==> config.mk <==
export PLATFORM = sky130hd
export DESIGN_NAME = flip_motion_sequencer_top
export DESIGN_NICKNAME = d
export VERILOG_FILES = /design/src/hdl/fms_pkg.sv /design/src/hdl/fms_in_stage.sv /design/src/hdl/fms_core.sv /design/src/hdl/flip_motion_sequencer_top.sv
export SDC_FILE = /design/constraint.sdc
export NUM_CORES = 1
export LEC_CHECK = 0
export BUFFER_PORTS_ARGS = -buffer_cell sky130_fd_sc_hd__buf_2
export CAP_MARGIN = 20
export CORE_ASPECT_RATIO = 0.6
export CORE_MARGIN = 2
export CORE_UTILIZATION = 40
export CTS_CLUSTER_SIZE = 16
export DETAILED_ROUTE_END_ITERATION = 6
export HOLD_SLACK_MARGIN = 0.05
export SLEW_MARGIN = 20
export SYNTH_ARGS = -nofsm -noshare
export SYNTH_HDL_FRONTEND = slang
export SYNTH_SLANG_ARGS = --single-unit
==> constraint.sdc <==
create_clock -name clk_i -period 12.8 [get_ports clk_i]
set_clock_uncertainty 0.15 [all_clocks]
set_input_delay 1.92 -clock clk_i [delete_from_list [all_inputs] [get_ports clk_i]]
set_output_delay 1.92 -clock clk_i [all_outputs]
set_load 0.01 [all_outputs]
==> src/hdl/fms_pkg.sv <==
package fms_pkg;

  typedef enum logic [1:0] {
    REQ_TICK  = 2'd0,
    REQ_START = 2'd1,
    REQ_RESET = 2'd2,
    REQ_POP   = 2'd3
  } req_e;

  typedef enum logic [2:0] {
    PH_IDLE   = 3'd0,
    PH_HOME   = 3'd1,
    PH_GRIP   = 3'd2,
    PH_ROTATE = 3'd3,
    PH_SETTLE = 3'd4,
    PH_DONE   = 3'd5
  } phase_e;

  typedef enum logic [1:0] {
    TGT_NONE = 2'd0,
    TGT_HOME = 2'd1,
    TGT_HALF = 2'd2
  } target_e;

  typedef enum logic [1:0] {
    VLV_NONE    = 2'd0,
    VLV_HOLD    = 2'd1,
    VLV_RELEASE = 2'd2
  } valve_e;

  typedef enum logic [1:0] {
    EV_NONE     = 2'd0,
    EV_HOME     = 2'd1,
    EV_ROTATE   = 2'd2,
    EV_FINISHED = 2'd3
  } event_e;

  typedef enum logic [1:0] {
    CFG_GRIP_DELAY   = 2'd0,
    CFG_SETTLE_DELAY = 2'd1
  } cfg_idx_e;

  localparam int unsigned CfgIdxW = 2;
  localparam int unsigned DelayW  = 16;
  localparam int unsigned TimeW   = 32;

  localparam logic [DelayW-1:0] GripDelayRst   = 16'd250;
  localparam logic [DelayW-1:0] SettleDelayRst = 16'd200;

  typedef struct packed {
    logic [1:0]       req_type;
    logic [TimeW-1:0] now_ms;
    logic             raw_arrived;
  } in_item_t;

  typedef struct packed {
    logic [1:0] target_cmd;
    logic       motor_stop;
    logic [1:0] valve_cmd;
    logic [2:0] phase_now;
    logic [1:0] popped_event;
    logic       is_done;
  } out_item_t;

  typedef struct packed {
    logic valid;
  } stage_hs_t;

endpackage

==> src/hdl/fms_in_stage.sv <==
module fms_in_stage (
  input  logic               clk_i,
  input  logic               rst_ni,
  input  logic               in_valid_i,
  output logic               in_stall_o,
  input  fms_pkg::in_item_t  in_data_i,
  input  logic               take_i,
  output fms_pkg::stage_hs_t hs_o,
  output fms_pkg::in_item_t  item_o
);

  logic              valid_q;
  fms_pkg::in_item_t item_q;
  logic              load;

  assign in_stall_o = valid_q && !take_i;
  assign load       = in_valid_i && !in_stall_o;

  always_ff @(posedge clk_i or negedge rst_ni) begin
    if (!rst_ni) begin
      valid_q <= 1'b0;
    end else if (load) begin
      valid_q <= 1'b1;
    end else if (take_i) begin
      valid_q <= 1'b0;
    end
  end

  always_ff @(posedge clk_i) begin
    if (load) begin
      item_q <= in_data_i;
    end
  end

  assign hs_o.valid = valid_q;
  assign item_o     = item_q;

endmodule

==> src/hdl/fms_core.sv <==
module fms_core #(
  parameter int unsigned DEBOUNCE_TICKS = 3
) (
  input  logic                          clk_i,
  input  logic                          rst_ni,
  input  logic                          cfg_valid_i,
  input  logic [fms_pkg::CfgIdxW-1:0]   cfg_index_i,
  input  logic [fms_pkg::DelayW-1:0]    cfg_data_i,
  input  fms_pkg::stage_hs_t            hs_i,
  input  fms_pkg::in_item_t             item_i,
  output logic                          take_o,
  output logic                          out_valid_o,
  input  logic                          out_stall_i,
  output fms_pkg::out_item_t            out_data_o
);

  localparam int unsigned CntW = $clog2(DEBOUNCE_TICKS + 1);
  localparam logic [CntW-1:0] DebMax = CntW'(DEBOUNCE_TICKS);

  logic [fms_pkg::DelayW-1:0] grip_q, settle_q;

  fms_pkg::phase_e            phase_q, phase_d;
  fms_pkg::event_e            pending_q, pending_d;
  logic [fms_pkg::TimeW-1:0]  entry_q, entry_d;
  logic                       first_q, first_d;
  logic [CntW-1:0]            cnt_q, cnt_d;

  logic                       out_valid_q;
  fms_pkg::out_item_t         out_q, res;

  logic                       can_load;
  logic [CntW-1:0]            cnt_inc;
  logic                       stable;
  logic [fms_pkg::TimeW-1:0]  delta;
  logic                       grip_due, settle_due;

  assign can_load = !out_valid_q || !out_stall_i;
  assign take_o   = hs_i.valid && can_load;

  assign cnt_inc    = (cnt_q < DebMax) ? cnt_q + 1'b1 : cnt_q;
  assign stable     = item_i.raw_arrived && (cnt_inc == DebMax);
  assign delta      = item_i.now_ms - entry_q;
  assign grip_due   = delta >= {{(fms_pkg::TimeW - fms_pkg::DelayW){1'b0}}, grip_q};
  assign settle_due = delta >= {{(fms_pkg::TimeW - fms_pkg::DelayW){1'b0}}, settle_q};

  always_ff @(posedge clk_i or negedge rst_ni) begin
    if (!rst_ni) begin
      grip_q   <= fms_pkg::GripDelayRst;
      settle_q <= fms_pkg::SettleDelayRst;
    end else if (cfg_valid_i) begin
      unique case (cfg_index_i)
        fms_pkg::CFG_GRIP_DELAY:   grip_q   <= cfg_data_i;
        fms_pkg::CFG_SETTLE_DELAY: settle_q <= cfg_data_i;
        default: ;
      endcase
    end
  end

  always_comb begin
    phase_d   = phase_q;
    pending_d = pending_q;
    entry_d   = entry_q;
    first_d   = first_q;
    cnt_d     = cnt_q;
    unique case (item_i.req_type)
      fms_pkg::REQ_TICK: begin
        cnt_d = item_i.raw_arrived ? cnt_inc : '0;
        unique case (phase_q)
          fms_pkg::PH_HOME: begin
            if (first_q) begin
              first_d = 1'b0;
              entry_d = item_i.now_ms;
            end
            if (stable) begin
              pending_d = fms_pkg::EV_HOME;
              phase_d   = fms_pkg::PH_GRIP;
              entry_d   = item_i.now_ms;
              first_d   = 1'b1;
              cnt_d     = '0;
            end
          end
          fms_pkg::PH_GRIP: begin
            if (grip_due) begin
              phase_d = fms_pkg::PH_ROTATE;
              entry_d = item_i.now_ms;
            end
          end
          fms_pkg::PH_ROTATE: begin
            if (stable) begin
              pending_d = fms_pkg::EV_ROTATE;
              phase_d   = fms_pkg::PH_SETTLE;
              entry_d   = item_i.now_ms;
              first_d   = 1'b1;
              cnt_d     = '0;
            end
          end
          fms_pkg::PH_SETTLE: begin
            if (settle_due) begin
              pending_d = fms_pkg::EV_FINISHED;
              phase_d   = fms_pkg::PH_DONE;
              entry_d   = item_i.now_ms;
            end
          end
          default: ;
        endcase
      end
      fms_pkg::REQ_START: begin
        if (phase_q == fms_pkg::PH_IDLE || phase_q == fms_pkg::PH_DONE) begin
          phase_d = fms_pkg::PH_HOME;
          entry_d = '0;
          first_d = 1'b1;
          cnt_d   = '0;
        end
      end
      fms_pkg::REQ_RESET: begin
        phase_d   = fms_pkg::PH_IDLE;
        pending_d = fms_pkg::EV_NONE;
        entry_d   = '0;
        first_d   = 1'b1;
        cnt_d     = '0;
      end
      default: begin
        pending_d = fms_pkg::EV_NONE;
      end
    endcase
  end

  always_comb begin
    res              = '0;
    res.phase_now    = phase_d;
    res.is_done      = (phase_d == fms_pkg::PH_DONE);
    unique case (item_i.req_type)
      fms_pkg::REQ_TICK: begin
        unique case (phase_q)
          fms_pkg::PH_HOME: begin
            if (first_q) begin
              res.target_cmd = fms_pkg::TGT_HOME;
            end
            if (stable) begin
              res.valve_cmd = fms_pkg::VLV_HOLD;
            end
          end
          fms_pkg::PH_GRIP: begin
            if (grip_due) begin
              res.target_cmd = fms_pkg::TGT_HALF;
            end
          end
          fms_pkg::PH_SETTLE: begin
            if (settle_due) begin
              res.valve_cmd = fms_pkg::VLV_RELEASE;
            end
          end
          default: ;
        endcase
      end
      fms_pkg::REQ_START: ;
      fms_pkg::REQ_RESET: begin
        res.motor_stop = 1'b1;
        res.valve_cmd  = fms_pkg::VLV_RELEASE;
      end
      default: begin
        res.popped_event = pending_q;
      end
    endcase
  end

  always_ff @(posedge clk_i or negedge rst_ni) begin
    if (!rst_ni) begin
      phase_q     <= fms_pkg::PH_IDLE;
      pending_q   <= fms_pkg::EV_NONE;
      entry_q     <= '0;
      first_q     <= 1'b1;
      cnt_q       <= '0;
      out_valid_q <= 1'b0;
    end else if (take_o) begin
      phase_q     <= phase_d;
      pending_q   <= pending_d;
      entry_q     <= entry_d;
      first_q     <= first_d;
      cnt_q       <= cnt_d;
      out_valid_q <= 1'b1;
    end else if (!out_stall_i) begin
      out_valid_q <= 1'b0;
    end
  end

  always_ff @(posedge clk_i) begin
    if (take_o) begin
      out_q <= res;
    end
  end

  assign out_valid_o = out_valid_q;
  assign out_data_o  = out_q;

endmodule

==> src/hdl/flip_motion_sequencer_top.sv <==
// A request is captured in the input register, and its result in the result register.
// Throughput: one request per cycle while results drain. A stalled result
// holds the result register; the input register, if empty, takes one more request
// and then raises stall until the result is accepted.
// Reset (rst_ni low, asynchronous): phase idle, no pending event, debounce
// count zero, delays back to 250 ms and 200 ms, both stages empty.
module flip_motion_sequencer_top #(
  parameter int unsigned DEBOUNCE_TICKS = 3
) (
  input  logic                        clk_i,
  input  logic                        rst_ni,
  input  logic                        in_valid_i,
  output logic                        in_stall_o,
  input  fms_pkg::in_item_t           in_data_i,
  output logic                        out_valid_o,
  input  logic                        out_stall_i,
  output fms_pkg::out_item_t          out_data_o,
  input  logic                        cfg_valid_i,
  output logic                        cfg_ready_o,
  input  logic [fms_pkg::CfgIdxW-1:0] cfg_index_i,
  input  logic [fms_pkg::DelayW-1:0]  cfg_data_i
);

  fms_pkg::stage_hs_t hs;
  fms_pkg::in_item_t  item;
  logic               take;

  assign cfg_ready_o = 1'b1;

  fms_in_stage u_in_stage (
    .clk_i      (clk_i),
    .rst_ni     (rst_ni),
    .in_valid_i (in_valid_i),
    .in_stall_o (in_stall_o),
    .in_data_i  (in_data_i),
    .take_i     (take),
    .hs_o       (hs),
    .item_o     (item)
  );

  fms_core #(
    .DEBOUNCE_TICKS (DEBOUNCE_TICKS)
  ) u_core (
    .clk_i       (clk_i),
    .rst_ni      (rst_ni),
    .cfg_valid_i (cfg_valid_i && cfg_ready_o),
    .cfg_index_i (cfg_index_i),
    .cfg_data_i  (cfg_data_i),
    .hs_i        (hs),
    .item_i      (item),
    .take_o      (take),
    .out_valid_o (out_valid_o),
    .out_stall_i (out_stall_i),
    .out_data_o  (out_data_o)
  );

endmodule

* Word-level counts from Yosys, hierarchy flattened
Cells that the tools add are included.
** Storage, ports and cells
- Register bits after elaboration :: 120
- Input bits :: 58
- Output and inout port bits :: 14
- Logic and storage cells :: 110
** Operators by class
- Add/subtract/negate cells :: 2
- Order comparisons :: 3
- Equal/unequal tests :: 20
- Mux-type cells :: 43
- Bitwise logic cells :: 1
- Reductions and logical operators :: 23
** Operators by type and width (number)
- $mux W32 :: 6
- $pmux W32 S4 :: 1
- $pmux W32 S3 :: 1
- $ge A32 B16 Y1 :: 2
- $sub A32 B32 Y32 :: 1
- $mux W2 :: 10
- $pmux W2 S2 :: 4
- $mux W3 :: 5
- $ne A3 B2 Y1 const B :: 4
- $pmux W2 S3 :: 2
- $pmux W3 S4 :: 1
- $mux W1 :: 10
- $eq A3 B3 Y1 const B :: 3
- $pmux W3 S3 :: 1
- $reduce_and A8 Y1 :: 1
- $eq A3 B2 Y1 const B :: 2
- $reduce_and A6 Y1 :: 1
- $ne A5 B5 Y1 const B :: 1
- $reduce_and A5 Y1 :: 1
- $eq A2 B1 Y1 const B :: 2
- $eq A2 B2 Y1 const B :: 2
- $logic_and A1 B1 Y1 :: 4
- $logic_not A1 Y1 :: 4
- $logic_not A2 Y1 :: 2
- other kinds (18) :: 21

* Depth between registers and ports, before layout
- Depth after elaboration :: 8
- Gate-level depth with buffers :: 20
- Depth with buffers taken out :: 18

* Cells and area by module
Synthesis repeated with hierarchy kept, for this count alone.
** Second synthesis, totals
- Cells, all modules :: 801
- Area total of the unflattened synthesis :: 7787.5 um2
** Modules (own cells, without submodules)
- fms_core :: times used 1, cells an instance 759, area an instance 6667.6 um2, seq. area each 2169.6 um2
- fms_in_stage :: times used 1, cells an instance 40, area an instance 1108.6 um2, seq. area each 1076.0 um2
- flip_motion_sequencer_top :: times used 1, cells an instance 2, area an instance 11.3 um2, seq. area each 0.0 um2

* Least setup slack after synthesis
No wires, ideal clock.
- Path type :: flip-flop to flip-flop
- Start point :: register u_in_stage.item_q, in the netlist u_in_stage.item_o[1]
- End point :: register u_core.entry_q[0] in the netlist's numbering
- Library setup time :: 0.128 ns
- Arrival time :: 4.176 ns
- Data required time :: 12.522 ns
- Slack :: 8.346 ns
- Stages on the path, launching flop included :: 19
- Path buffers :: 1
- Clock period less this slack :: 4.454 ns
- Cell sequence :: edfxtp_1 -> inv_1 -> ha_1 -> fa_1 -> nand2b_1 -> a21oi_1 -> o21ai_0 -> o21ai_0 -> xor2_1 -> ha_1 -> and3_1 -> a221o_1 -> a31oi_1 -> o21ai_0 -> a31oi_1 -> a32oi_1 -> o41a_1 -> buf_2 -> mux2_1
** Between the ends
- Word-level cells in the longest chain between the ends :: 4
- Elaborated cells between the ends (all ways) :: 13
- Classes of those cells :: add/sub: 1; order compare: 2; eq/ne: 2; mux: 7; reduce/logical: 1
** RTL lines
- start: declaration :: RTL line fms_in_stage.sv:13 : fms_pkg::in_item_t item_q;
- start signal: assignment :: RTL line fms_in_stage.sv:31 : item_q <= in_data_i;
- $sub A32 B32 Y32 / $mux W32 (equally long branches) :: RTL line fms_core.sv:42, fms_core.sv:70
- $ge A32 B16 Y1 (tied with other cells) :: RTL line fms_core.sv:43 : assign grip_due = delta >= {{(fms_pkg::TimeW - fms_pkg::DelayW){1'b0}}, grip_q};
- $ne A3 B2 Y1 (no source line) / $pmux W32 S4 (equally long branches)
- $reduce_and A8 Y1 (no source line) / $pmux W32 S3 (equally long branches)
- end signal: assignment :: RTL line fms_core.sv:178 : entry_q <= entry_d;
- end: declaration :: RTL line fms_core.sv:24 : logic [fms_pkg::TimeW-1:0] entry_q, entry_d;
Parallel ways exist; a longest one is shown, timed or not. The select of a mux whose other input is x is not followed.
A chain may end at the register's enable or synchronous reset.

* Final worst setup path
Ends and elaborated chain as after synthesis.

==> out/qor.yml <==
outcome:
  status: "completed"
place:
  pre_cts_ws_ns: 7.59
  dpl_cell_area_sq_um: 8260
  dp_hpwl_um: 13400
  dp_cells: 1075
  portBuffers: 70
  gp_congestion: 0.911
timing:
  finalCriticalPeriod_ns: 5.31
  finalCritPeriodShare: 0.415
  setup_ws_ns: 7.49
  final-hold-violation-count: 0
  finalSetupViolCount: 0
  worst_hold_slack_ns: 0.347
  setup_tns_ns: 0
  report.final.slew_viol_count: 0
  maxSlewHeadroom: 0.345
  rsz0062_at_grt: "false"
  fmax_ghz: 0.188
  tightest_slew_ns: 0.982
drt:
  first_pass_iters: 5
  antenna_left: 0
  drcViolationCount: 0
  routed_wl_um: 17800
  vias: 5867
  drtIter0Drc: 538
  wl_per_cell_um: 16.1
  vias_per_cell: 5.30
die:
  chipWidth_um: 184
  initial_core_util: 0.408
  die-area_sq_um: 20500
  ios: 72
  num_rows: 39
  die_h_um: 112
  core_area_sq_um: 19000
logic_synthesis:
  ys_seq_elements: 120
  synth_top_area_cell: "dfrtp_1"
  synthCells: 790
  synth_area_leaders: "dfrtp_1 21%, edfxtp_1 18%, ha_1 11%"
  yosysWarnings: 0
  async_reset_ff_frac: 0.617
  synth_top_area_frac: 0.207
  avgSynthCellArea_sq_um: 9.80
  synth_nets: 916
  ys_seq_area_frac: 0.419
  netlist-cell-type-count: 78
  ys.flop_type: "dfrtp_1"
  syn-cell-area_sq_um: 7740
  synth_edf_count: 46
clock_network:
  cts_sinks: 120
  clk_pin_slew_ns: 0.06
  cts_buffers: 17
  cts-root-buf: "clkbuf_16"
  post_cts_buffers: 0
  cts_resized: 0
  tritoncts: "built"
  hold_buffers: 0
  h-tree-depth: 4
  clk_latency_ns: 0.43
  cts_max_path_buffers: 2
critical_path:
  critPathMaxFanout: 32
  required_ns: 12.96
  arrival_ns: 5.46
  crit_path_end_kind: "register"
  worstSetupPathType: "reg2reg"
  crit_top_cell: "o21ai_0"
  worstSetupStartpointType: "register"
  slowest_delay_ns: 0.50
  crit_start: "u_in_stage.item_o[1]"
  r2r_start: "u_in_stage.item_o[1]"
  slowest_stage: "o41a_2"
  crit_path_cell_trace: "inv_1, ha_1, fa_1, nand2b_1, a21oi_1, o21ai_0, o21ai_0, xor2_1, ha_1, and3_1, a221o_1, a31oi_1, o21ai_0, a31oi_1, a32oi_1, o41a_2, buf_4, mux2_1"
global_routing:
  grt_pass1_wl_um: 29700
  grt_pass1_vias: 5499
  grt_usage: 0.185
  grt_max_degree: 75
  antenna_found_initial: 0
  grt.overflow.total: 0
finish:
  antennaDiodeCount: 0
  layout_common_cells: "80 x inv_1, 69 x buf_2, 67 x nand2_1, 67 x ha_1, 64 x dfrtp_1"
  area_delta_synth_final_pct: 14.6
  final_common_cell: "inv_1"
  drive_gt1_frac: 0.164
  layoutNonFillerInstCount: 1107
  utilization: 0.467
  multi_input_area_sq_um: 4030
  final_nets: 974
  ff_latch_area_sq_um: 3250
  fillers: 1785
  post-route-cell-area_sq_um: 8870
power_and_ir_drop:
  p_int_mw: 1.08
  p_sw_mw: 0.655
  power_frac_seq: 0.290
  power_switching_share: 0.378
  power.density_nw_per_um2: 195
  ir_drop_mv: 0.100
  total_power_mw: 1.73
  comb_power_share: 0.433
  p_leak_nw: 3.94
  clkPwrFrac: 0.277
run:
  cap_violations: 0
worst_hold_path:
  hp-class: "reg2reg"
  hold_path.startpoint: "u_core.entry_q[0]"
==> per-layer routing <==
metal  vias to the layer above  wire [um]  global-route usage
met3                         9       1040              0.0474
met1                      2765      10400               0.316
li1                       2934          -                   -
met5                         -          0                   0
met4                         0        127              0.0432
met2                       159       6280               0.219
==> worst paths after layout <==
check,slack [ns],to,cells after the start
max,7.49,u_core.entry_q[0],18
min,0.35,u_core.entry_q[0],1
max reg2reg,7.49,u_core.entry_q[0],18
min reg2reg,0.35,u_core.entry_q[0],1
max in group asynchronous,10.62,u_core.entry_q[24],1
min in group asynchronous,1.38,u_core.settle_q[5],1
==> synthesized netlist by cell type, drive strengths merged, types with 5 or more instances <==
cell,count
clkbuf,19
inv,80
ha,67
nand2,67
a211oi,6
mux2i,37
dfstp,10
nor2b,6
xor2,7
o21ai,46
nor2,38
nor4,5
nand3,13
nor3,10
buf,14
dfrtp,64
nand4,9
o211ai,9
edfxtp,46
xnor2,15
a31oi,7
a21oi,44
mux2,19
a21o,20
nand2b,48
and3,8
==> layout make-up <==
class,instances,share of cell area
Clock buffer,24,0.0628
Clock inverter,8,0.00564
Inverter,81,0.0343
Multi-Input combinational cell,556,0.455
Sequential cell,120,0.366
Tap cell,246,0.0347
Timing Repair Buffer,72,0.0419
==> power groups by stage <==
stage          logic [mW]  clock network, mW  registers, mW
2_1_floorplan       0.564                  0          0.499
3_3_place_gp        0.733                  0          0.506
3_5_place_dp        0.740                  0          0.509
4_1_cts             0.745              0.490          0.502
5_1_grt             0.848              0.511          0.510
6_report            0.751              0.480          0.502
==> state kept, by name (all words and copies together) (netlist names) <==
name                flops
u_in_stage.item_o      35
u_core.entry_q         32
u_core.grip_q          16
u_core.settle_q        16
u_core.out_data_o      11
u_core.phase_q          3
u_core.cnt_q            2
u_core.pending_q        2
u_core.first_q          1
u_core.out_valid_o      1
u_in_stage.hs_o         1
==> worst max-delay path: cells and delay by family (launching register included) <==
kind	cells	cell delay [ns]
AO/OA/AOI/OAI	9	2.35
adder cells (fa/ha/maj)	3	0.92
AND/OR/NAND/NOR	2	0.40
multiplexers	1	0.38
buffers and inverters	2	0.33
flip-flops	1	0.32
XOR/XNOR	1	0.27
==> kinds of logic (layout without fill, tap and decap cells) <==
family / Yosys count / after routing / synth area share
simple gates: 232 / 232 / 0.156
compound gates: 177 / 177 / 0.152
fa+ha+maj: 68 / 68 / 0.111
flops: 120 / 120 / 0.419
buf+inv: 114 / 185 / 0.0606
other cells: 1 / 1 / 0.000484
xor+xnor: 22 / 22 / 0.0249
mux: 56 / 56 / 0.0755
Note: power is estimated with default switching activity, not from simulation.
